**src/rtl/mfrb_pkg.sv**
```systemverilog
package mfrb_pkg;

    // Store geometry
    localparam int STORE_BYTES = 4096;
    localparam int MAGIC_BYTES = 4;
    localparam int ADDR_W      = $clog2(STORE_BYTES);
    localparam int SIZE_W      = 13;
    localparam int SUM_W       = SIZE_W + 1;
    localparam int MAGIC_W     = 8 * MAGIC_BYTES;
    localparam int BYTE_W      = 8;
    localparam int FUNC_W      = 2;
    localparam int STATUS_W    = 3;
    localparam int MIDX_W      = $clog2(MAGIC_BYTES);

    localparam logic [SIZE_W-1:0] CFG_RESET = SIZE_W'(4096);
    localparam logic [SIZE_W-1:0] RING_MAX  = SIZE_W'(STORE_BYTES);

    // Stream packing
    localparam int IN_DATA_BITS  = SIZE_W + MAGIC_W + 2 * ADDR_W + BYTE_W;
    localparam int IN_DATA_W     = ((IN_DATA_BITS + 7) / 8) * 8;
    localparam int OUT_DATA_BITS = STATUS_W + ADDR_W + BYTE_W;
    localparam int OUT_DATA_W    = ((OUT_DATA_BITS + 7) / 8) * 8;

    // Command queue between front and back
    localparam int Q_DEPTH = 2;
    localparam int QPTR_W  = $clog2(Q_DEPTH);
    localparam int QCNT_W  = $clog2(Q_DEPTH + 1);

    typedef enum logic [FUNC_W-1:0] {
        FN_BEGIN = 2'd0,
        FN_PUT   = 2'd1,
        FN_CHECK = 2'd2,
        FN_READ  = 2'd3
    } func_t;

    typedef enum logic [STATUS_W-1:0] {
        ST_OK         = 3'd0,
        ST_TOO_LARGE  = 3'd1,
        ST_OOB        = 3'd2,
        ST_MAGIC_BAD  = 3'd3,
        ST_NO_PAYLOAD = 3'd4
    } status_t;

    typedef enum logic [2:0] {
        K_BEGIN     = 3'd0,
        K_REJECT    = 3'd1,
        K_PUT       = 3'd2,
        K_CHECK     = 3'd3,
        K_CHECK_OOB = 3'd4,
        K_READ      = 3'd5,
        K_READ_OOB  = 3'd6
    } kind_t;

    typedef struct packed {
        kind_t                kind;
        logic [SIZE_W-1:0]    size;
        logic [SIZE_W-1:0]    total;
        logic [MAGIC_W-1:0]   magic;
        logic [ADDR_W-1:0]    addr_a;
        logic [ADDR_W-1:0]    addr_b;
        logic [BYTE_W-1:0]    pbyte;
    } cmd_t;

    typedef struct packed {
        status_t              status;
        logic [ADDR_W-1:0]    offset;
        logic [BYTE_W-1:0]    rbyte;
    } result_t;

    // Big-endian byte k of a magic word
    function automatic logic [BYTE_W-1:0] magic_byte(input logic [MAGIC_W-1:0] m,
                                                     input logic [MIDX_W-1:0] k);
        logic [BYTE_W-1:0] b;
        b = m[MAGIC_W-1 -: BYTE_W];
        case (k)
            2'd0:    b = m[31:24];
            2'd1:    b = m[23:16];
            2'd2:    b = m[15:8];
            default: b = m[7:0];
        endcase
        return b;
    endfunction

endpackage

```
**src/rtl/mfrb_front.sv**
```systemverilog
module mfrb_front
    import mfrb_pkg::*;
(
    input  logic [IN_DATA_W-1:0] tdata,
    input  logic [FUNC_W-1:0]    tuser,
    input  logic [SIZE_W-1:0]    ring,
    output cmd_t                 cmd
);

    logic [SIZE_W-1:0]  size;
    logic [MAGIC_W-1:0] magic;
    logic [ADDR_W-1:0]  roff;
    logic [ADDR_W-1:0]  bidx;
    logic [SUM_W-1:0]   total;
    logic [SUM_W-1:0]   chk_end;
    logic [SUM_W-1:0]   end_magic;
    logic [SUM_W-1:0]   pos;
    logic [SUM_W-1:0]   ring_x;

    assign size  = tdata[SIZE_W-1:0];
    assign magic = tdata[SIZE_W +: MAGIC_W];
    assign roff  = tdata[SIZE_W + MAGIC_W +: ADDR_W];
    assign bidx  = tdata[SIZE_W + MAGIC_W + ADDR_W +: ADDR_W];

    assign ring_x    = SUM_W'(ring);
    assign total     = SUM_W'(size) + SUM_W'(2 * MAGIC_BYTES);
    assign end_magic = SUM_W'(roff) + SUM_W'(MAGIC_BYTES) + SUM_W'(size);
    assign chk_end   = end_magic + SUM_W'(MAGIC_BYTES);
    assign pos       = SUM_W'(roff) + SUM_W'(MAGIC_BYTES) + SUM_W'(bidx);

    always_comb
    begin
        cmd.size   = size;
        cmd.total  = total[SIZE_W-1:0];
        cmd.magic  = magic;
        cmd.addr_a = roff;
        cmd.addr_b = end_magic[ADDR_W-1:0];
        cmd.pbyte  = tdata[SIZE_W + MAGIC_W + 2 * ADDR_W +: BYTE_W];
        cmd.kind   = K_PUT;
        unique case (func_t'(tuser))
            FN_BEGIN: cmd.kind = (total > ring_x) ? K_REJECT : K_BEGIN;
            FN_PUT:   cmd.kind = K_PUT;
            FN_CHECK: cmd.kind = (chk_end > ring_x) ? K_CHECK_OOB : K_CHECK;
            FN_READ:
            begin
                cmd.kind   = (pos >= ring_x) ? K_READ_OOB : K_READ;
                cmd.addr_a = pos[ADDR_W-1:0];
            end
            default:  cmd.kind = K_PUT;
        endcase
    end

endmodule

```
**config.mk**
```make
export PLATFORM = sky130hd
export DESIGN_NAME = mfrb_front
export DESIGN_NICKNAME = d
export VERILOG_FILES = /design/src/rtl/mfrb_pkg.sv /design/src/rtl/mfrb_front.sv
export SDC_FILE = /design/constraint.sdc
export NUM_CORES = 1
export LEC_CHECK = 0
export ABC_AREA = 1
export BUFFER_PORTS_ARGS = -buffer_cell sky130_fd_sc_hd__buf_4
export CAP_MARGIN = 15
export CORE_MARGIN = 3
export CORE_UTILIZATION = 44
export DETAILED_ROUTE_END_ITERATION = 8
export PLACE_DENSITY_LB_ADDON = 0.08
export SLEW_MARGIN = 20
export SYNTH_ARGS = -nofsm -noshare
export SYNTH_HDL_FRONTEND = slang
export SYNTH_SLANG_ARGS = --single-unit
export TNS_END_PERCENT = 10
```
**constraint.sdc**
```tcl
create_clock -name vclk -period 4.9
set_clock_uncertainty 0.2 [all_clocks]
set_input_delay 0.98 -clock vclk [all_inputs]
set_output_delay 0.98 -clock vclk [all_outputs]
set_load 0.02 [all_outputs]
```
==> flow_metrics.tcl <==
set metrics [dict create \
    num_vias 4371 \
    fp.dieArea_sq_um 9314 \
    peakVddDrop_mv 0.1295 \
    hold_path_depth 0 \
    fin_area_sq_um 5473 \
    fin_crit_sh_pct 112.2 \
    hold_class "in2out" \
    routed_via_density 4.978 \
    highest_layer "met4" \
    leakage_nw 3.136 \
    drt_wl_total_um 12140 \
    worst_slew_pin_slew_ns 0.5123 \
    drive_above_1_share_pct 43.17 \
    dr_wl_met3_um 527 \
    violations "setup timing" \
    syn2layout_area_growth_pct 51.82 \
    die_w_um 96.51 \
    drtAntennaViolNets 0 \
    instances_no_fill 878 \
    crit_required_ns 3.72 \
    status "finished, violations left" \
    diodes 0 \
    place.gp.congestion 0.9065 \
    track_usage_pct 24.99 \
    wl_met2_um 6213 \
    seq_area_frac_synth_pct 0 \
    pre_cts_ws_ns -0.7977 \
    cp.arrival_ns 4.32 \
    hold_viol 0 \
    syn_avg_cell_area_sq_um 5.948 \
    nClkBuffers 0 \
    slew_violations 0 \
    max-slew-margin-rel_pct 65.53 \
    cts_hold_buf 0 \
    max-cap-violations 0 \
    grt_max_degree 14 \
    worstSetupStartpointType "input pin" \
    clock.fmax_mhz 182.0 \
    postPlaceCellArea_sq_um 4938 \
    synthesis.nets 770 \
    endpoint_kind "output port" \
    grt_pass1_wl_um 18620 \
    initial_core_util_pct 45.93 \
    placement.io_buffers 105 \
    seq_cells 0 \
    netlist.top_cell.by_area "ha_1" \
    finalSetupViolations 3 \
    antenna_found_initial 0 \
    yosysWarnings 0 \
    yosys.area.top_type_share_pct 23.26 \
    drt-met1-wl_um 5081 \
    rsz0062_at_grt "true" \
    finalCriticalPeriod_ns 5.496 \
    dp.cells 862 \
    firstDrtPassIters 4 \
    powerDensity_nw_per_um2 174.3 \
    synth_cell_types 31 \
    first_iter_violations 135 \
    drc 0 \
    grt_pass1_vias 4283 \
    core_area_sq_um 7848 \
    hpwlAfterDp_um 9931 \
    area.sequential_sq_um 0 \
    wl_per_cell_um 13.83 \
    grt_overflow 0 \
    whs_ns 1.760 \
    cp_max_fo 5 \
    fillers 677 \
    fin_nets 942 \
    setup_slack_ns -0.5957 \
    syn_inst 606 \
    dieHeight_um 96.51 \
    rows 32 \
    io_pins 188 \
    synth_area_sq_um 3605 \
    worstSetupPathType "in2out" \
    synthTopCellsByArea "ha_1 (23%), nand2_1 (13%), inv_1 (12%), buf_4 (12%), xor2_1 (6.3%)" \
]
-- final cells by class --
type	count	area, sq um	area share (%)
Inverter	122	465.4	8.505
Tap cell	102	127.6	2.332
Multi-Input combinational cell	426	3138	57.34
Timing Repair Buffer	228	1742	31.82
-- kinds of logic (layout without fill, tap and decap cells) --
group                    count (synthesis)  count (layout)  share of synthesized area [%]
AND/OR/NAND/NOR                        258             258                          32.70
buffers and inverters                  180             350                          24.57
AO/OA/AOI/OAI                           64              64                          9.858
XOR/XNOR                                35              35                          8.504
adder cells (fa/ha/maj)                 69              69                          24.37
-- per-layer routing --
| metal | vias to the layer above | GRT usage [%] |
|---|---|---|
| met3 | 29 | 1.549 |
| met1 | 1985 | 30.10 |
| li1 | 2228 | - |
| met5 | - | 0 |
| met4 | 0 | 6.659 |
| met2 | 129 | 47.47 |
-- where the power goes --
group          switching [mW]  leakage, nW  internal [mW]
clock                       0            0              0
combinational           0.502         3.14          0.452
sequential                  0            0              0
-- layout by cell type, fill, tap and decap left out, types with 4 or more instances in the layout --
cell,n
buf_4,222
nand2_1,112
inv_1,107
ha_1,55
nand2_2,29
nor2_1,28
nand3_1,26
xor2_1,24
a21oi_1,20
nand4_1,18
o21ai_0,18
inv_2,12
ha_4,11
nand3_2,10
nor2_2,9
a21oi_2,9
xnor2_1,7
nand2_4,6
nor3_1,5
buf_6,4
-- final timing paths --
kind      start       to  slack [ns]
min   tdata[69]   cmd[0]        1.76
max   tdata[47]  cmd[91]       -0.60
-- per-stage QoR --
stage          TNS [ns]  power [mW]  util, %
2_1_floorplan   -0.7245      0.5096        -
3_3_place_gp     -2.275      0.7972    62.93
3_5_place_dp     -2.381      0.8180    62.93
4_1_cts          -1.659      0.8766    66.45
5_1_grt          -2.474       1.051    69.74
6_report         -1.750      0.9540    69.74
-- Yosys cell counts --
cell type	number
nand2_1	129
nand3_1	34
nor4b_1	1
nand4_1	18
a21oi_1	30
o21bai_1	2
a21boi_0	1
a31o_2	1
a22oi_1	1
nor3_4	1
a211oi_1	2
clkbuf_1	2
o2111ai_1	2
inv_2	2
o21ai_0	21
nor2_1	38
nand2_4	2
fa_1	2
nand3b_1	2
nand2_2	16
inv_1	120
nor4_1	3
xnor2_1	9
o211ai_1	3
nand3_2	3
buf_4	56
nor2_2	2
nor3_1	9
a31oi_1	1
ha_1	67
xor2_1	26
-- critical path, stage by stage --
cell and delay, ns:
buf_4 0.13, ha_4 0.18, xor2_4 0.18, ha_4 0.32, nand2_2 0.09, nor2_2 0.14
nand2_1 0.11, nand3_2 0.08, nand2_2 0.06, nand2_4 0.08, nand4_1 0.23, buf_4 0.22
buf_4 0.12, nand2_1 0.07, inv_1 0.04, ha_1 0.18, a21oi_2 0.16, o21ai_2 0.07
a21oi_2 0.12, nor2_1 0.05, o21ai_1 0.12, nand2_1 0.06, nor2_1 0.10, nand2_1 0.09
nand2_1 0.08, nand2_2 0.07, nand2_2 0.07, buf_6 0.11
-- what timing repair did --
item                                    4_1_cts  5_1_grt
endpoints found under the setup margin        4        5
pin swaps                                    29       40
setup buffers                                 7       11
resized for setup                            57       42
Note: power is estimated with default switching activity, not from simulation.
