[src/rtl/mfrb_pkg.sv]
package mfrb_pkg;

    // Store geometry
    localparam int STORE_BYTES = 4096;
    localparam int MAGIC_BYTES = 4;
    localparam int ADDR_W      = $clog2(STORE_BYTES);
    localparam int SIZE_W      = 13;
    localparam int SUM_W       = SIZE_W + 1;
    localparam int MAGIC_W     = 8 * MAGIC_BYTES;
    localparam int BYTE_W      = 8;
    localparam int FUNC_W      = 2;
    localparam int STATUS_W    = 3;
    localparam int MIDX_W      = $clog2(MAGIC_BYTES);

    localparam logic [SIZE_W-1:0] CFG_RESET = SIZE_W'(4096);
    localparam logic [SIZE_W-1:0] RING_MAX  = SIZE_W'(STORE_BYTES);

    // Stream packing
    localparam int IN_DATA_BITS  = SIZE_W + MAGIC_W + 2 * ADDR_W + BYTE_W;
    localparam int IN_DATA_W     = ((IN_DATA_BITS + 7) / 8) * 8;
    localparam int OUT_DATA_BITS = STATUS_W + ADDR_W + BYTE_W;
    localparam int OUT_DATA_W    = ((OUT_DATA_BITS + 7) / 8) * 8;

    // Command queue between front and back
    localparam int Q_DEPTH = 2;
    localparam int QPTR_W  = $clog2(Q_DEPTH);
    localparam int QCNT_W  = $clog2(Q_DEPTH + 1);

    typedef enum logic [FUNC_W-1:0] {
        FN_BEGIN = 2'd0,
        FN_PUT   = 2'd1,
        FN_CHECK = 2'd2,
        FN_READ  = 2'd3
    } func_t;

    typedef enum logic [STATUS_W-1:0] {
        ST_OK         = 3'd0,
        ST_TOO_LARGE  = 3'd1,
        ST_OOB        = 3'd2,
        ST_MAGIC_BAD  = 3'd3,
        ST_NO_PAYLOAD = 3'd4
    } status_t;

    typedef enum logic [2:0] {
        K_BEGIN     = 3'd0,
        K_REJECT    = 3'd1,
        K_PUT       = 3'd2,
        K_CHECK     = 3'd3,
        K_CHECK_OOB = 3'd4,
        K_READ      = 3'd5,
        K_READ_OOB  = 3'd6
    } kind_t;

    typedef struct packed {
        kind_t                kind;
        logic [SIZE_W-1:0]    size;
        logic [SIZE_W-1:0]    total;
        logic [MAGIC_W-1:0]   magic;
        logic [ADDR_W-1:0]    addr_a;
        logic [ADDR_W-1:0]    addr_b;
        logic [BYTE_W-1:0]    pbyte;
    } cmd_t;

    typedef struct packed {
        status_t              status;
        logic [ADDR_W-1:0]    offset;
        logic [BYTE_W-1:0]    rbyte;
    } result_t;

    // Big-endian byte k of a magic word
    function automatic logic [BYTE_W-1:0] magic_byte(input logic [MAGIC_W-1:0] m,
                                                     input logic [MIDX_W-1:0] k);
        logic [BYTE_W-1:0] b;
        b = m[MAGIC_W-1 -: BYTE_W];
        case (k)
            2'd0:    b = m[31:24];
            2'd1:    b = m[23:16];
            2'd2:    b = m[15:8];
            default: b = m[7:0];
        endcase
        return b;
    endfunction

endpackage

[src/rtl/mfrb_queue.sv]
module mfrb_queue
    import mfrb_pkg::*;
(
    input  logic clk,
    input  logic rst_n,
    input  logic push,
    input  cmd_t push_cmd,
    output logic full,
    input  logic pop,
    output logic empty,
    output cmd_t head
);

    cmd_t              entry_reg [Q_DEPTH];
    logic [QPTR_W-1:0] wr_ptr_reg;
    logic [QPTR_W-1:0] wr_ptr_next;
    logic [QPTR_W-1:0] rd_ptr_reg;
    logic [QPTR_W-1:0] rd_ptr_next;
    logic [QCNT_W-1:0] count_reg;
    logic [QCNT_W-1:0] count_next;
    logic              do_push;
    logic              do_pop;

    assign full    = (count_reg == QCNT_W'(Q_DEPTH));
    assign empty   = (count_reg == '0);
    assign head    = entry_reg[rd_ptr_reg];
    assign do_push = push && !full;
    assign do_pop  = pop && !empty;

    always_comb
    begin
        wr_ptr_next = wr_ptr_reg;
        rd_ptr_next = rd_ptr_reg;
        count_next  = count_reg;
        if (do_push)
        begin
            wr_ptr_next = (wr_ptr_reg == QPTR_W'(Q_DEPTH - 1)) ? '0 : wr_ptr_reg + 1'b1;
        end
        if (do_pop)
        begin
            rd_ptr_next = (rd_ptr_reg == QPTR_W'(Q_DEPTH - 1)) ? '0 : rd_ptr_reg + 1'b1;
        end
        if (do_push && !do_pop)
        begin
            count_next = count_reg + 1'b1;
        end
        else if (do_pop && !do_push)
        begin
            count_next = count_reg - 1'b1;
        end
    end

    always_ff @(posedge clk or negedge rst_n)
    begin
        if (!rst_n)
        begin
            wr_ptr_reg <= '0;
            rd_ptr_reg <= '0;
            count_reg  <= '0;
        end
        else
        begin
            wr_ptr_reg <= wr_ptr_next;
            rd_ptr_reg <= rd_ptr_next;
            count_reg  <= count_next;
        end
    end

    always_ff @(posedge clk)
    begin
        if (do_push)
        begin
            entry_reg[wr_ptr_reg] <= push_cmd;
        end
    end

    a_no_overflow: assert property (@(posedge clk) disable iff (!rst_n)
        push |-> !full) else $error("queue push while full");
    a_count_range: assert property (@(posedge clk) disable iff (!rst_n)
        count_reg <= QCNT_W'(Q_DEPTH)) else $error("queue count out of range");
    a_pop_count: assert property (@(posedge clk) disable iff (!rst_n)
        (do_pop && !do_push) |=> count_reg == $past(count_reg) - 1'b1)
        else $error("queue count did not drop on pop");

endmodule

[config.mk]
export PLATFORM = sky130hd
export DESIGN_NAME = mfrb_queue
export DESIGN_NICKNAME = d
export VERILOG_FILES = /design/src/rtl/mfrb_pkg.sv /design/src/rtl/mfrb_queue.sv
export SDC_FILE = /design/constraint.sdc
export NUM_CORES = 1
export LEC_CHECK = 0
export BUFFER_PORTS_ARGS = -buffer_cell sky130_fd_sc_hd__buf_4
export CAP_MARGIN = 20
export CORE_MARGIN = 2
export CORE_UTILIZATION = 28
export DETAILED_ROUTE_END_ITERATION = 10
export PLACE_DENSITY = 0.46
export SYNTH_ARGS = -nofsm -noshare
export SYNTH_HDL_FRONTEND = slang
export SYNTH_SLANG_ARGS = --single-unit
export TNS_END_PERCENT = 5
[constraint.sdc]
create_clock -name clk -period 5.2 [get_ports clk]
set_clock_uncertainty 0.2 [all_clocks]
set_input_delay 0.26 -clock clk [delete_from_list [all_inputs] [get_ports clk]]
set_output_delay 0.26 -clock clk [all_outputs]
set_load 0.01 [all_outputs]
==> results_dict.tcl <==
set metrics [dict create \
    status "complete, no violations" \
    stdcell_area_mm2 0.0103 \
    nFillCells 2207 \
    drc 0 \
    die_h_um 161 \
    cp.arrival_ps 2580 \
    synthSimpleGateAreaFrac_pct 0.398 \
    hold_viol 0 \
    vias 3869 \
    areaGrowthSynthToFinish_pct 48.5 \
    io_buffers 191 \
    hpwl_mm 9.10 \
    crit_path_top_delay_cell "dfrtp_4" \
    drive_gt1_share_pct 51.8 \
    min_path_type "reg -> reg" \
    synth_cell_types 15 \
    wire_per_inst_um 15.2 \
    ys_async_sr_fraction_pct 2.11 \
    final_nets 707 \
    ir_drop_v 0.000408 \
    finalWirelength_mm 14.4 \
    grt_pass1_wl_mm 22.4 \
    final_common_cell "buf_4" \
    root_buffer "clkbuf_16" \
    critPathMostFrequentCell "buf_4" \
    grt_max_degree 66 \
    globalplace.congestion 0.704 \
    finalCriticalPeriod_ps 3040 \
    synth_area_leaders "edfxtp_1 (81%), mux2_2 (15%), dfrtp_1 (1.4%)" \
    synth_xor_xnor_area_share_pct 0.633 \
    drt_iter0_drc 149 \
    gr-usage-met1_pct 13.0 \
    worst_slew_pin_slew_ps 939 \
    power_density_mw_per_mm2 503 \
    layout_common_cells "buf_4 (195), edfxtp_1 (186), dlygate4sd3_1 (97)" \
    h-tree-depth 4 \
    cp_top_family "flip-flops" \
    grt_pass1_vias 4249 \
    seqPwrFrac_pct 44.0 \
    synth_compound_area_share_pct 0.0723 \
    yosys_warnings 0 \
    synth_edf_count 186 \
    drt-vias-per-instance 4.09 \
    die_area_mm2 0.0260 \
    clockBufferDepth 2 \
    synth_top_family_by_area "multiplexers" \
    syn_nets 406 \
    cts_tree "built" \
    met2_usage_pct 19.3 \
    crit_type "reg -> out" \
    cts.sinks 190 \
    fin_crit_sh_pct 58.5 \
    pwr-share-comb_pct 30.9 \
    regArea_mm2 0.00569 \
    worstPathMaxFanout 65 \
    path_cells "buf_4 > mux2_2 > buf_4" \
    required_ps 4740 \
    synth.avg_cell_area_um2 22.5 \
    critPathLaunchType "flip-flop" \
    grt-ovfl-total 0 \
    start_util_pct 28.5 \
    clkLatencyLatePin_ps 430 \
    antenna_cells 0 \
    largest_register_ffs 186 \
    cts_inserted_buffers 17 \
    yosys.area.top_type_share_pct 80.7 \
    seq_area_frac_synth_pct 82.2 \
    fin_util_pct 42.2 \
    grt_use_met3_pct 4.06 \
    busiest_layer "met2" \
    timing.fmax_ghz 0.329 \
    track_usage_pct 11.2 \
    critPathMaxStageDelay_ps 1050 \
    drv_cap 0 \
    core_area_mm2 0.0243 \
    synth-adder-area-share_pct 0.181 \
    tns_ps 0 \
    grt_setup_unrepaired "no" \
    synth_area_leader_cell "edfxtp_1" \
    ys.flop_type "edfxtp_1" \
    total_power_mw 5.16 \
    die_w_um 161 \
    yosys_register_bits 190 \
    critPathCaptureType "output port" \
    ant_nets 0 \
    pin_count 192 \
    relSlewSlack_pct 37.4 \
    clock_power_share_pct 25.0 \
    path_buf_inv 2 \
    p_switching_mw 1.48 \
    clk_pin_slew_ps 70 \
    antenna_found_initial 0 \
    internal_power_mw 3.68 \
    placed_area_mm2 0.00871 \
    rows 57 \
    setup_viol 0 \
    synthMuxAreaShare_pct 15.1 \
    switching_share_pct 28.7 \
    maxSlewViolCount 0 \
    syn-cell-area_mm2 0.00692 \
    multiInputGateArea_mm2 0.00115 \
    drt_first_pass_iters 4 \
    synthCells 308 \
    p_leak_nw 3.81 \
]
[Yosys cell counts (2+ instances only)]
cell	count
buf_2	3
buf_6	6
xnor2_1	3
dfrtp_1	4
nor2_1	3
edfxtp_1	186
xor2_1	2
mux2_2	93
inv_1	2
[path summary, 6_finish.rpt]
path	startpoint	to	slack, ps	cells after the start
min in group asynchronous	rst_n	count_reg[0]$_DFFE_PN0P_	530	3
min	count_reg[1]$_DFFE_PN0P_	count_reg[1]$_DFFE_PN0P_	330	1
max	rd_ptr_reg$_DFFE_PN0P_	head[45]	2160	3
min reg2reg	count_reg[1]$_DFFE_PN0P_	count_reg[1]$_DFFE_PN0P_	330	1
max in group asynchronous	rst_n	rd_ptr_reg$_DFFE_PN0P_	4070	3
max reg2reg	count_reg[0]$_DFFE_PN0P_	entry_reg[0][72]$_DFFE_PP_	2540	5
[stage by stage]
step,setup slack (ps),hold slack [ps],cells
floorplan,1500,-236,308
global placement,2530,-140,817
finish,2160,326,946
CTS,2080,334,946
global route,1970,347,946
detailed placement,2490,-139,817
[layout make-up]
class / count / share of cell area [%]
tap: 324 / 3.95
multi-input combinational: 106 / 11.2
clock buffer: 18 / 4.18
inverter: 2 / 0.0731
clock inverter: 14 / 1.53
sequential: 190 / 55.4
timing repair buffer: 292 / 23.7
[per-layer routing]
layer | part of all wire [%] | routed length [um] | up-vias
met5 | 0 | 0 | -
met2 | 50 | 7170 | 117
met1 | 43 | 6160 | 1923
li1 | - | - | 1819
met3 | 6.5 | 932 | 10
met4 | 1.0 | 147 | 0
[what timing repair did]
| action | CTS | global route |
|---|---|---|
| resized for setup | 0 | 0 |
| hold endpoints to repair | 192 | 0 |
| endpoints found under the setup margin | 0 | 0 |
| hold buffers | 97 | 0 |
| buffers inserted | 0 | 0 |
[power groups by stage]
stage               clock network [mW]  registers, mW  logic [mW]
floorplan                            0           2.21       0.944
global placement                     0           2.30        1.57
CTS                               1.34           2.29        1.64
detailed placement                   0           2.32        1.57
global route                      1.40           2.32        1.72
finish                            1.29           2.27        1.60
[cells by family after synthesis]
group / after synthesis
flip-flops: 190
multiplexers: 93
buffers and inverters: 12
AND/OR/NAND/NOR: 6
XOR/XNOR: 5
AO/OA/AOI/OAI: 1
adder cells (fa/ha/maj): 1
No activity file was read; power rests on OpenSTA's default activity.
